===== src/hw/rtl/hmsu_pkg.sv =====
// Shared constants and types of the hit message stream unpacker.
package hmsu_pkg;

  localparam int unsigned SLICE_HEADER_BYTES = 16;
  localparam int unsigned PACKET_ALIGN       = 8;

  localparam int unsigned OFF_W  = (PACKET_ALIGN > 1) ? $clog2(PACKET_ALIGN) : 1;
  localparam int unsigned LEFT_W = 10;
  localparam int unsigned IDX_W  = 3;

  localparam int unsigned IN_DATA_W  = 24;
  localparam int unsigned OUT_DATA_W = 104;

  localparam logic [3:0] MSG_HIT   = 4'h1;
  localparam logic [3:0] MSG_EPOCH = 4'h2;

  typedef enum logic [1:0] {
    PH_SKIP = 2'd0,
    PH_HDR  = 2'd1,
    PH_BODY = 2'd2,
    PH_PAD  = 2'd3
  } phase_e;

  typedef struct packed {
    logic [15:0] equipment_in;
    logic        slice_start;
    logic [7:0]  data_byte;
  } in_item_t;

  typedef struct packed {
    logic        overflow_flag;
    logic        pileup_flag;
    logic        last_epoch_flag;
    logic [11:0] adc_value;
    logic [13:0] timestamp;
    logic [31:0] hit_epoch;
    logic [6:0]  channel;
    logic [17:0] source_address;
    logic [15:0] equipment_id;
  } hit_t;

endpackage


===== src/hw/rtl/hmsu_in_stage.sv =====
// Input register of the unpacker: holds one accepted byte item.
module hmsu_in_stage (
  input  logic                           clk_i,
  input  logic                           rst_ni,
  input  logic                           s_axis_tvalid,
  output logic                           s_axis_tready,
  input  logic [hmsu_pkg::IN_DATA_W-1:0] s_axis_tdata,  // data_byte, equipment_in
  input  logic                           s_axis_tuser,  // slice_start
  input  logic                           proc_fire_i,
  output logic                           item_valid_o,
  output hmsu_pkg::in_item_t             item_o
);

  logic               valid_q, valid_d;
  hmsu_pkg::in_item_t item_q;
  logic               accept;

  assign s_axis_tready = !valid_q || proc_fire_i;
  assign accept        = s_axis_tvalid && s_axis_tready;

  always_comb begin
    priority if (accept) begin
      valid_d = 1'b1;
    end else if (proc_fire_i) begin
      valid_d = 1'b0;
    end else begin
      valid_d = valid_q;
    end
  end

  always_ff @(posedge clk_i or negedge rst_ni) begin
    if (!rst_ni) begin
      valid_q <= 1'b0;
    end else begin
      valid_q <= valid_d;
    end
  end

  always_ff @(posedge clk_i) begin
    if (accept) begin
      item_q.data_byte    <= s_axis_tdata[7:0];
      item_q.equipment_in <= s_axis_tdata[23:8];
      item_q.slice_start  <= s_axis_tuser;
    end
  end

  assign item_valid_o = valid_q;
  assign item_o       = item_q;

endmodule


===== src/hw/rtl/hmsu_parser.sv =====
// Slice and packet parser: parse state, message assembly and hit decode.
module hmsu_parser (
  input  logic               clk_i,
  input  logic               rst_ni,
  input  logic               proc_fire_i,
  input  hmsu_pkg::in_item_t item_i,
  output logic               hit_valid_o,
  output hmsu_pkg::hit_t     hit_o
);

  hmsu_pkg::phase_e                  ph_q, ph_d;
  logic [hmsu_pkg::OFF_W-1:0]        off_q, off_d;
  logic [hmsu_pkg::LEFT_W-1:0]       left_q, left_d;
  logic [hmsu_pkg::IDX_W-1:0]        midx_q, midx_d;
  logic [39:0]                       mbuf_q, mbuf_d;
  logic [15:0]                       board_q, board_d;
  logic [31:0]                       epoch_q, epoch_d;
  logic [15:0]                       equip_q, equip_d;
  logic                              done;
  logic                              hit_v;
  logic [7:0]                        b, b0, b1, b2, b3, b4;

  assign b  = item_i.data_byte;
  assign b0 = mbuf_q[7:0];
  assign b1 = mbuf_q[15:8];
  assign b2 = mbuf_q[23:16];
  assign b3 = mbuf_q[31:24];
  assign b4 = mbuf_q[39:32];

  always_comb begin
    ph_d    = ph_q;
    off_d   = off_q;
    left_d  = left_q;
    midx_d  = midx_q;
    mbuf_d  = mbuf_q;
    board_d = board_q;
    epoch_d = epoch_q;
    equip_d = equip_q;
    done    = 1'b0;
    hit_v   = 1'b0;
    if (proc_fire_i) begin
      if (item_i.slice_start) begin
        ph_d    = hmsu_pkg::PH_SKIP;
        off_d   = '0;
        left_d  = '0;
        midx_d  = '0;
        equip_d = item_i.equipment_in;
      end
      if (ph_d == hmsu_pkg::PH_SKIP) begin
        if (left_d < hmsu_pkg::LEFT_W'(hmsu_pkg::SLICE_HEADER_BYTES)) begin
          left_d = left_d + 1'b1;
        end else begin
          ph_d   = hmsu_pkg::PH_HDR;
          midx_d = '0;
        end
      end
      if (ph_d == hmsu_pkg::PH_HDR) begin
        unique case (midx_d[1:0])
          2'd0: begin
            left_d = {1'b0, b, 1'b0};
            midx_d = 3'd1;
          end
          2'd1: begin
            midx_d = 3'd2;
          end
          2'd2: begin
            board_d[7:0] = b;
            midx_d       = 3'd3;
          end
          default: begin
            board_d[15:8] = b;
            midx_d        = '0;
            if (left_d == '0) begin
              done = 1'b1;
            end else begin
              ph_d = hmsu_pkg::PH_BODY;
            end
          end
        endcase
      end else if (ph_d == hmsu_pkg::PH_BODY) begin
        if (midx_d < 3'd5) begin
          unique case (midx_d)
            3'd0:    mbuf_d[7:0]   = b;
            3'd1:    mbuf_d[15:8]  = b;
            3'd2:    mbuf_d[23:16] = b;
            3'd3:    mbuf_d[31:24] = b;
            default: mbuf_d[39:32] = b;
          endcase
          midx_d = midx_d + 1'b1;
        end else begin
          if (b[3:0] == hmsu_pkg::MSG_HIT) begin
            hit_v = 1'b1;
          end else if (b[3:0] == hmsu_pkg::MSG_EPOCH) begin
            epoch_d = {b1, b2, b3, b4};
          end
          midx_d = '0;
        end
        if (left_d != '0) begin
          left_d = left_d - 1'b1;
        end
        if (left_d == '0) begin
          done = 1'b1;
        end
      end
      if (off_d == hmsu_pkg::OFF_W'(hmsu_pkg::PACKET_ALIGN - 1)) begin
        off_d = '0;
      end else begin
        off_d = off_d + 1'b1;
      end
      if (done) begin
        ph_d   = (off_d == '0) ? hmsu_pkg::PH_HDR : hmsu_pkg::PH_PAD;
        midx_d = '0;
      end else if (ph_d == hmsu_pkg::PH_PAD && off_d == '0) begin
        ph_d   = hmsu_pkg::PH_HDR;
        midx_d = '0;
      end
    end
  end

  always_comb begin
    hit_o.equipment_id    = equip_q;
    hit_o.source_address  = {board_q, b[7:6]};
    hit_o.channel         = b2[7:1];
    hit_o.hit_epoch       = epoch_q - {31'd0, b0[7]};
    hit_o.timestamp       = {b2[0], b3, b4[7:3]};
    hit_o.adc_value       = {b0[4:0], b1[7:1]};
    hit_o.last_epoch_flag = b0[7];
    hit_o.pileup_flag     = b0[5];
    hit_o.overflow_flag   = b0[6];
  end

  assign hit_valid_o = hit_v;

  always_ff @(posedge clk_i or negedge rst_ni) begin
    if (!rst_ni) begin
      ph_q    <= hmsu_pkg::PH_SKIP;
      off_q   <= '0;
      left_q  <= '0;
      midx_q  <= '0;
      board_q <= '0;
      epoch_q <= '0;
      equip_q <= '0;
    end else begin
      ph_q    <= ph_d;
      off_q   <= off_d;
      left_q  <= left_d;
      midx_q  <= midx_d;
      board_q <= board_d;
      epoch_q <= epoch_d;
      equip_q <= equip_d;
    end
  end

  always_ff @(posedge clk_i) begin
    mbuf_q <= mbuf_d;
  end

endmodule


===== src/hw/rtl/hmsu_out_stage.sv =====
// Result register of the unpacker: holds one hit item for the receiver.
module hmsu_out_stage (
  input  logic                            clk_i,
  input  logic                            rst_ni,
  input  logic                            hit_load_i,
  input  hmsu_pkg::hit_t                  hit_i,
  output logic                            m_axis_tvalid,
  input  logic                            m_axis_tready,
  output logic [hmsu_pkg::OUT_DATA_W-1:0] m_axis_tdata
);

  logic           valid_q, valid_d;
  hmsu_pkg::hit_t hit_q;

  always_comb begin
    priority if (hit_load_i) begin
      valid_d = 1'b1;
    end else if (m_axis_tready) begin
      valid_d = 1'b0;
    end else begin
      valid_d = valid_q;
    end
  end

  always_ff @(posedge clk_i or negedge rst_ni) begin
    if (!rst_ni) begin
      valid_q <= 1'b0;
    end else begin
      valid_q <= valid_d;
    end
  end

  always_ff @(posedge clk_i) begin
    if (hit_load_i) begin
      hit_q <= hit_i;
    end
  end

  assign m_axis_tvalid = valid_q;
  assign m_axis_tdata  = {2'b00, hit_q};

endmodule


===== src/hw/rtl/hit_message_stream_unpacker.sv =====
// Top level of the hit message stream unpacker.
//
// Input channel s_axis: one slice byte per item; tuser marks the first byte
// of a slice, and the equipment id in tdata is taken with that byte.
// Output channel m_axis: one item per type 1 hit message, carrying board
// address, channel, epoch, timestamp, ADC value and flags.
// Path: a byte accepted on s_axis is held in the input register; the parser
// decodes it combinationally and a hit it ends is loaded into the result register.
// Throughput: one byte per cycle while the receiver takes each waiting hit, set by
// the combinational parser between the input register and the result register.
// Reset: parser starts in slice header skip as if a slice with equipment
// id 0 began; epoch and board id clear to zero. The epoch survives slices.
// Stall: a waiting hit holds in the result register and no byte is parsed
// until the receiver takes it; the input register holds one more byte,
// then s_axis_tready drops.
module hit_message_stream_unpacker (
  input  logic                            clk_i,
  input  logic                            rst_ni,
  input  logic                            s_axis_tvalid,
  output logic                            s_axis_tready,
  input  logic [hmsu_pkg::IN_DATA_W-1:0]  s_axis_tdata,  // data_byte, equipment_in
  input  logic                            s_axis_tuser,  // slice_start
  output logic                            m_axis_tvalid,
  input  logic                            m_axis_tready,
  // equipment_id, source_address, channel, hit_epoch, timestamp, adc_value,
  // last_epoch_flag, pileup_flag, overflow_flag, zero fill
  output logic [hmsu_pkg::OUT_DATA_W-1:0] m_axis_tdata
);

  logic               item_valid;
  hmsu_pkg::in_item_t item;
  logic               proc_fire;
  logic               hit_valid;
  logic               hit_load;
  hmsu_pkg::hit_t     hit;

  assign proc_fire = item_valid && (!m_axis_tvalid || m_axis_tready);
  assign hit_load  = proc_fire && hit_valid;

  hmsu_in_stage u_in (
    .clk_i         (clk_i),
    .rst_ni        (rst_ni),
    .s_axis_tvalid (s_axis_tvalid),
    .s_axis_tready (s_axis_tready),
    .s_axis_tdata  (s_axis_tdata),
    .s_axis_tuser  (s_axis_tuser),
    .proc_fire_i   (proc_fire),
    .item_valid_o  (item_valid),
    .item_o        (item)
  );

  hmsu_parser u_parser (
    .clk_i       (clk_i),
    .rst_ni      (rst_ni),
    .proc_fire_i (proc_fire),
    .item_i      (item),
    .hit_valid_o (hit_valid),
    .hit_o       (hit)
  );

  hmsu_out_stage u_out (
    .clk_i         (clk_i),
    .rst_ni        (rst_ni),
    .hit_load_i    (hit_load),
    .hit_i         (hit),
    .m_axis_tvalid (m_axis_tvalid),
    .m_axis_tready (m_axis_tready),
    .m_axis_tdata  (m_axis_tdata)
  );

  a_stall_blocks_input: assert property (@(posedge clk_i) disable iff (!rst_ni)
    (item_valid && m_axis_tvalid && !m_axis_tready) |-> !s_axis_tready)
    else $error("input taken while parser is blocked");

  a_result_from_parse: assert property (@(posedge clk_i) disable iff (!rst_ni)
    $rose(m_axis_tvalid) |-> $past(hit_load))
    else $error("result appeared without a parsed hit");

  a_accept_moves_item: assert property (@(posedge clk_i) disable iff (!rst_ni)
    (s_axis_tvalid && s_axis_tready) |=> item_valid)
    else $error("accepted item lost before parsing");

endmodule


===== config.mk =====
export PLATFORM = sky130hd
export DESIGN_NAME = hit_message_stream_unpacker
export DESIGN_NICKNAME = d
export VERILOG_FILES = /design/src/hw/rtl/hmsu_pkg.sv /design/src/hw/rtl/hmsu_in_stage.sv /design/src/hw/rtl/hmsu_parser.sv /design/src/hw/rtl/hmsu_out_stage.sv /design/src/hw/rtl/hit_message_stream_unpacker.sv
export SDC_FILE = /design/constraint.sdc
export NUM_CORES = 1
export LEC_CHECK = 0
export BUFFER_PORTS_ARGS = -buffer_cell sky130_fd_sc_hd__buf_2
export CAP_MARGIN = 20
export CORE_MARGIN = 4
export CORE_UTILIZATION = 52
export CTS_BUF_LIST = sky130_fd_sc_hd__clkbuf_4 sky130_fd_sc_hd__clkbuf_8 sky130_fd_sc_hd__clkbuf_16
export DETAILED_ROUTE_END_ITERATION = 10
export MAX_ROUTING_LAYER = met4
export PLACE_DENSITY = 0.84
export SYNTH_ARGS = -nofsm -noshare
export SYNTH_HDL_FRONTEND = slang
export SYNTH_SLANG_ARGS = --single-unit

===== constraint.sdc =====
create_clock -name clk_i -period 6.5 [get_ports clk_i]
set_clock_uncertainty 0.2 [all_clocks]
set_input_delay 1.3 -clock clk_i [delete_from_list [all_inputs] [get_ports clk_i]]
set_output_delay 1.3 -clock clk_i [all_outputs]
set_load 0.02 [all_outputs]

; Word level (Yosys, flattened, before mapping)
; Index checks and enable logic that the tools add are counted.
[op_classes]
addsub = 5
n_lt_le_gt_ge = 2
n_eq_ne = 11
n_mux = 53
bitwise = 5
n_reduce_logical = 28
[ops]
columns = cell, count
row1 = 10-bit 2-to-1 mux, 12
row2 = 3-bit 2-to-1 mux, 13
row3 = 32-bit by 1-bit subtractor with 32-bit output, 1
row4 = 5-bit AND reduction, 5
row5 = 2-bit 2-to-1 mux, 12
row6 = 10-bit zero test, 2
row7 = 1-bit 2-to-1 mux, 15
row8 = "10-bit by 1-bit adder with 10-bit output, second input constant", 1
row9 = "10-bit by 5-bit less-than comparator with 1-bit output, second input constant", 1
row10 = 10-bit nonzero test, 1
row11 = "10-bit by 1-bit subtractor with 10-bit output, second input constant", 1
row12 = "3-bit by 1-bit adder with 3-bit output, second input constant", 2
row13 = "2-bit equality test, second input constant", 3
row14 = "3-bit by 2-bit equality test with 1-bit output, second input constant", 2
row15 = 3-bit zero test, 2
row16 = 2-bit one-hot mux with 3 select lines, 1
row17 = 3-bit AND reduction, 2
row18 = 6-bit AND reduction, 1
row19 = 1-bit NOT, 5
row20 = "2-bit by 1-bit equality test with 1-bit output, second input constant", 2
row21 = "4-bit by 1-bit equality test with 1-bit output, second input constant", 1
row22 = "4-bit by 2-bit equality test with 1-bit output, second input constant", 1
row23 = 1-bit logical AND, 4
row24 = 2-bit zero test, 2
row25 = other kinds (9), 12
[word_totals]
regBits = 251
inputBits = 29
output_inout_bits = 106
elab_cells = 131

; Depth between registers and ports, before layout
[depth]
word_depth = 19
mapped_depth = 13
depth_no_buf = 12

; Modules after synthesis
; Synthesis repeated with hierarchy kept, for this count alone.
[unflattened]
hier_cells = 706
area_unflattened_um2 = 10492.6
[by_module_without_submodules]
columns = mod, instances, cells_each, area_each_um2, seq_area_each_um2
row1 = hmsu_parser, 1, 566, 6551.3, 3253.1
row2 = hmsu_out_stage, 1, 108, 3118.0, 3088.0
row3 = hmsu_in_stage, 1, 29, 804.5, 775.7
row4 = hit_message_stream_unpacker, 1, 3, 18.8, 0.0

; Worst setup path before layout
; Ideal clock, no wire load.
[synth_timing]
path_type = input-to-reg
from = in m_axis_tready
to = reg u_out.hit_q (netlist bit u_out.m_axis_tdata[0]), enable pin
t_arrival_ns = 6.464
path_slack_ns = -0.728
cell_stages = 6
cell_sequence = nand2b_1 -> and2_1 -> clkbuf_1 -> nand2_1 -> or4_1 -> nor2_1
[synth_via]
elab_chain_len = 4
[synth_lines]
columns = element, line_no
row1 = start: declaration, hit_message_stream_unpacker.sv:24  ; input logic m_axis_tready,
row2 = 1-bit logical OR (*), hit_message_stream_unpacker.sv:37  ; assign proc_fire = item_valid && (!m_axis_tvalid || m_axis_tready);
row3 = 1-bit logical AND (*), hit_message_stream_unpacker.sv:37
row4 = 1-bit 2-to-1 mux, hmsu_parser.sv:41  ; if (proc_fire_i) begin
row5 = 1-bit logical AND (*), hit_message_stream_unpacker.sv:38  ; assign hit_load = proc_fire && hit_valid;
row6 = via hit_load, hit_message_stream_unpacker.sv:34  ; logic hit_load;
row7 = end signal: assignment, hmsu_out_stage.sv:35  ; hit_q <= hit_i;
row8 = end: declaration, hmsu_out_stage.sv:13  ; hmsu_pkg::hit_t hit_q;
; Mark *: on every way through the listed nets, which the timed path passes. The rest lies on a longest branch.
; A chain may end at the register's enable or synchronous reset.

; Final worst setup path
[layout_timing]
from = reg u_parser.left_q[7] (netlist name)
to = reg u_parser.midx_q[1] (netlist name)
[layout_via]
elab_chain_len = 17
[layout_lines]
columns = element, line_no
row1 = start: declaration, hmsu_parser.sv:13  ; logic [hmsu_pkg::LEFT_W-1:0] left_q, left_d;
row2 = start signal: assignment, hmsu_parser.sv:146  ; left_q <= left_d;
row3 = 10-bit 2-to-1 mux (*), hmsu_parser.sv:42  ; if (item_i.slice_start) begin
row4 = 10-bit 2-to-1 mux (*), hmsu_parser.sv:41
row5 = 10-bit by 1-bit adder with 10-bit output or 10-bit by 5-bit less-than comparator with 1-bit output (tied branches), "hmsu_parser.sv:51, hmsu_parser.sv:50"
row6 = 10-bit 2-to-1 mux, hmsu_parser.sv:50  ; if (left_d < hmsu_pkg::LEFT_W'(hmsu_pkg::SLICE_HEADER_BYTES)) begin
row7 = 10-bit 2-to-1 mux, hmsu_parser.sv:49  ; if (ph_d == hmsu_pkg::PH_SKIP) begin
row8 = 10-bit 2-to-1 mux, hmsu_parser.sv:41
row9 = 10-bit by 1-bit subtractor with 10-bit output or 10-bit nonzero test (tied branches), "hmsu_parser.sv:99, hmsu_parser.sv:98"
row10 = 10-bit 2-to-1 mux, hmsu_parser.sv:98  ; if (left_d != '0) begin
row11 = 10-bit 2-to-1 mux, hmsu_parser.sv:80  ; end else if (ph_d == hmsu_pkg::PH_BODY) begin
row12 = 10-bit 2-to-1 mux, hmsu_parser.sv:57  ; if (ph_d == hmsu_pkg::PH_HDR) begin
row13 = 10-bit 2-to-1 mux, hmsu_parser.sv:41
row14 = 10-bit zero test, hmsu_parser.sv:101  ; if (left_d == '0) begin
row15 = 1-bit 2-to-1 mux, hmsu_parser.sv:101
row16 = 1-bit 2-to-1 mux, hmsu_parser.sv:80
row17 = 1-bit 2-to-1 mux, hmsu_parser.sv:57
row18 = 1-bit 2-to-1 mux, hmsu_parser.sv:41
row19 = 3-bit 2-to-1 mux (*), hmsu_parser.sv:110  ; if (done) begin
row20 = end signal: assignment, hmsu_parser.sv:147  ; midx_q <= midx_d;
row21 = end: declaration, hmsu_parser.sv:14  ; logic [hmsu_pkg::IDX_W-1:0] midx_q, midx_d;
; Mark *: on every way between the ends. The rest lies on a longest branch, timed or not. The select of a mux whose other input is x is not followed.

==> metrics.md <==
| Metric | Value |
|---|---|
| Final Hold Viols | 0 |
| Via count | 5,946 |
| Avg WL per Cell | 19.2 um |
| Yosys cell types | 65 |
| Crit-path leading delay family | simple AND/OR/NAND/NOR gates |
| Worst path slowest cell | nor4_2 |
| GRT overflow | 0 |
| Core area | 18,700 um2 |
| I/O Buffers | 132 |
| # resized after CTS | 0 |
| CTS buffer count | 25 |
| Synth top area cells | edfxtp_1, dfrtp_1, mux2_2 |
| Worst Tran Pin Value | 0.908 ns |
| Reg-to-reg critical path startpoint | u_parser.left_q[7] |
| Mapped cell area | 9900 um2 |
| Post-synth top area cell | edfxtp_1 |
| LEAKAGE | 5.00 nW |
| Synth Instances | 648 |
| Avg Cell Area, Syn | 15.3 um2 |
| Post-synth EDFFs | 167 |
| Final setup vio count | 0 |
| Die X | 146 um |
| Root buf cell | clkbuf_16 |
| Drt drc | 0 |
| Kind of critical path | reg2reg |
| Max FO, Critical Path | 8 |
| CP most frequent cell | nand2_1 |
| Pin count of the biggest net entering global routing | 56 |
| Max-cap violations | 0 |
| Starting Density | 52.9% |
| Worst setup path start | u_parser.left_q[7] |
| Reg clk slew, reported paths | 0.06 ns |
| Initial DRC Count | 442 |
| Max Freq | 223 MHz |
| Worst setup margin | 2.02 ns |
| Worst path required time | 6.70 ns |
| Die area | 21,300 um2 |
| Worst path max stage delay | 0.62 ns |
| Register area share after synthesis | 71.9% |
| Max_slew headroom | 39.3% |
| Final HPWL DP | 13,200 um |
| Synth async-reset ratio | 33.5% |
| Final Cycle Share | 68.9% |
| WHS | 0.218 ns |
| H-tree levels | 1 |
| CTS tree | built |
| Critical Path End Type | register |
| Setup Buffers After CTS | 0 |
| CP cell instances | nor4_2, nand2_1, xnor2_1, nor2_1, ha_1, inv_1, a211oi_1, nand2_1, nor4b_1, o311ai_1, or2_2, a32o_1 |
| WP buf/inv | 1 |
| Total routed wirelength | 20,100 um |
| #FFs+latches synth | 251 |
| Slack of the worst reg-to-reg path | 2.02 ns |
| Clock buffer depth | 3 |
| Pwr Density | 315 nW/um2 |
| Final core occ | 62.6% |
| Setup crit start kind | register |
| Yosys top cell area share | 50.7% |
| Main synth FF type | edfxtp_1 |
| RSZ-0062 raised after global routing | no |
| CP arrival | 4.68 ns |
| Synth-to-Final Area Change | 18.3% |
| GRT Overall Usage | 19.3% |
| Status | complete, no violations |
| Router iterations before antenna repair | 6 |
| Die H | 146 um |
| Max IR drop VDD | 0.000255 V |
| Vias in the first global route | 5,937 |
| Setup TNS | 0 ns |
| Power Total | 3.69 mW |
| WP depth | 12 |
| Clock Latency Late Sink | 0.53 ns |
| Period minus WS final | 4.48 ns |
| NumNets Final | 836 |
| Max-slew violations | 0 |
| R2R depth | 12 |
| First-pass GRT wire length | 32,200 um |
| Top Ports | 135 |
| # rows | 50 |
| N_diodes | 0 |
| Remaining antenna violation count | 0 |
| Reg2Reg Capture Point | u_parser.midx_q[1] |
| Clk sinks | 251 |
| YS warnings | 0 |
| Initial antenna violation count | 0 |
| Dpl ws | 2.13 ns |
| RD Place Congestion | 0.945 |
| Share of layout cells above drive strength 1 | 31.3% |
| CP Capture Point | u_parser.midx_q[1] |
| Count of hold-fix buffers inserted at cts | 0 |
| Via/cell ratio | 5.67 |
| Worst hold path class | reg2reg |
==> per-stage QoR <==
stage          cells  area [um2]
3_5_place_dp    1000       10800
6_report        1048       11700
4_1_cts         1046       11700
2_1_floorplan    649        9910
5_1_grt         1048       11700
3_3_place_gp    1000       10800
==> final cells by class <==
class | count | area (um2)
well taps | 234 | 293
multi-input cells | 365 | 2630
clock buffers | 35 | 756
repair buffers | 139 | 733
clock inverters | 11 | 133
inverters | 13 | 48.8
flip-flops and latches | 251 | 7120
fillers | 1282 | 6990
==> sequential cells by signal (all words and copies together) (netlist names) <==
signal / count
u_in.item_o: 25
u_in.item_valid_o: 1
u_out.m_axis_tdata: 102
u_out.m_axis_tvalid: 1
u_parser.board_q: 16
u_parser.epoch_q: 32
u_parser.equip_q: 16
u_parser.left_q: 10
u_parser.mbuf_q: 40
u_parser.midx_q: 3
u_parser.off_q: 3
u_parser.ph_q: 2
==> worst reg2reg max path: stages (launching register included) <==
cell and delay (ns):
dfrtp_1 0.47, nor4_2 0.62, nand2_1 0.32, xnor2_1 0.20, nor2_1 0.22, ha_1 0.26, inv_1 0.05, a211oi_1 0.61
nand2_1 0.26, nor4b_1 0.33, o311ai_1 0.19, or2_2 0.38, a32o_1 0.24
==> power breakdown <==
part           internal, mW  switching, mW  leakage [nW]
Clock                 0.900          0.594         0.440
Sequential             1.80         0.0863          2.71
Combinational         0.135          0.176          1.85
Total                  2.83          0.856          5.00
==> synth_stat cells, types with 4 or more instances <==
master,number
inv_1,12
a31oi_1,8
o21ai_0,16
and2_1,4
buf_6,4
nor3_1,10
nor2b_1,11
xor2_1,19
dfrtp_1,84
mux2_2,57
clkbuf_1,12
nand2b_1,7
nor4_1,10
mux2_1,5
xnor2_1,11
a211oi_1,4
a21oi_1,21
nand2_1,55
and3_1,8
ha_1,12
nand3_1,9
edfxtp_1,167
nor2_1,38
==> per-layer routing <==
layer	up-vias	track usage (%)	routed length, um
met2	265	31.1	9740
met4	0	4.66	439
li1	2720	-	-
met3	44	3.67	1390
met1	2917	25.8	8520
met5	-	-	0
==> worst min path at each step <==
stage | slack (ns) | from | depth (start not counted) | end
2_1_floorplan | 0.20 | u_parser.mbuf_q[5] | 0 | u_out.m_axis_tdata[100]
3_3_place_gp | 0.20 | u_parser.mbuf_q[3] | 0 | u_out.m_axis_tdata[97]
3_5_place_dp | 0.20 | u_parser.mbuf_q[1] | 0 | u_out.m_axis_tdata[95]
4_1_cts | 0.22 | u_parser.mbuf_q[5] | 0 | u_out.m_axis_tdata[100]
5_1_grt | 0.22 | u_parser.mbuf_q[1] | 0 | u_out.m_axis_tdata[95]
6_report | 0.22 | u_parser.mbuf_q[1] | 0 | u_out.m_axis_tdata[95]
==> cell usage in the layout (no fill, tap or decap), drive strengths merged, types with 12 or more instances in the layout <==
cell / count
xor2: 19
mux2: 62
nand2: 55
inv: 14
dfrtp: 84
clkbuf: 36
edfxtp: 167
buf: 138
ha: 12
nor2: 38
o21ai: 16
a21oi: 22
==> cells by family after synthesis <==
| family | synth area share, % |
|---|---|
| adder cells (fa/ha/maj) | 1.52 |
| multiplexers | 7.36 |
| other | 0.0379 |
| AO/OA/AOI/OAI | 5.78 |
| AND/OR/NAND/NOR | 9.13 |
| XOR/XNOR | 2.65 |
| buffers and inverters | 1.64 |
| flip-flops | 71.9 |
Note: power is estimated with default switching activity, not from simulation.
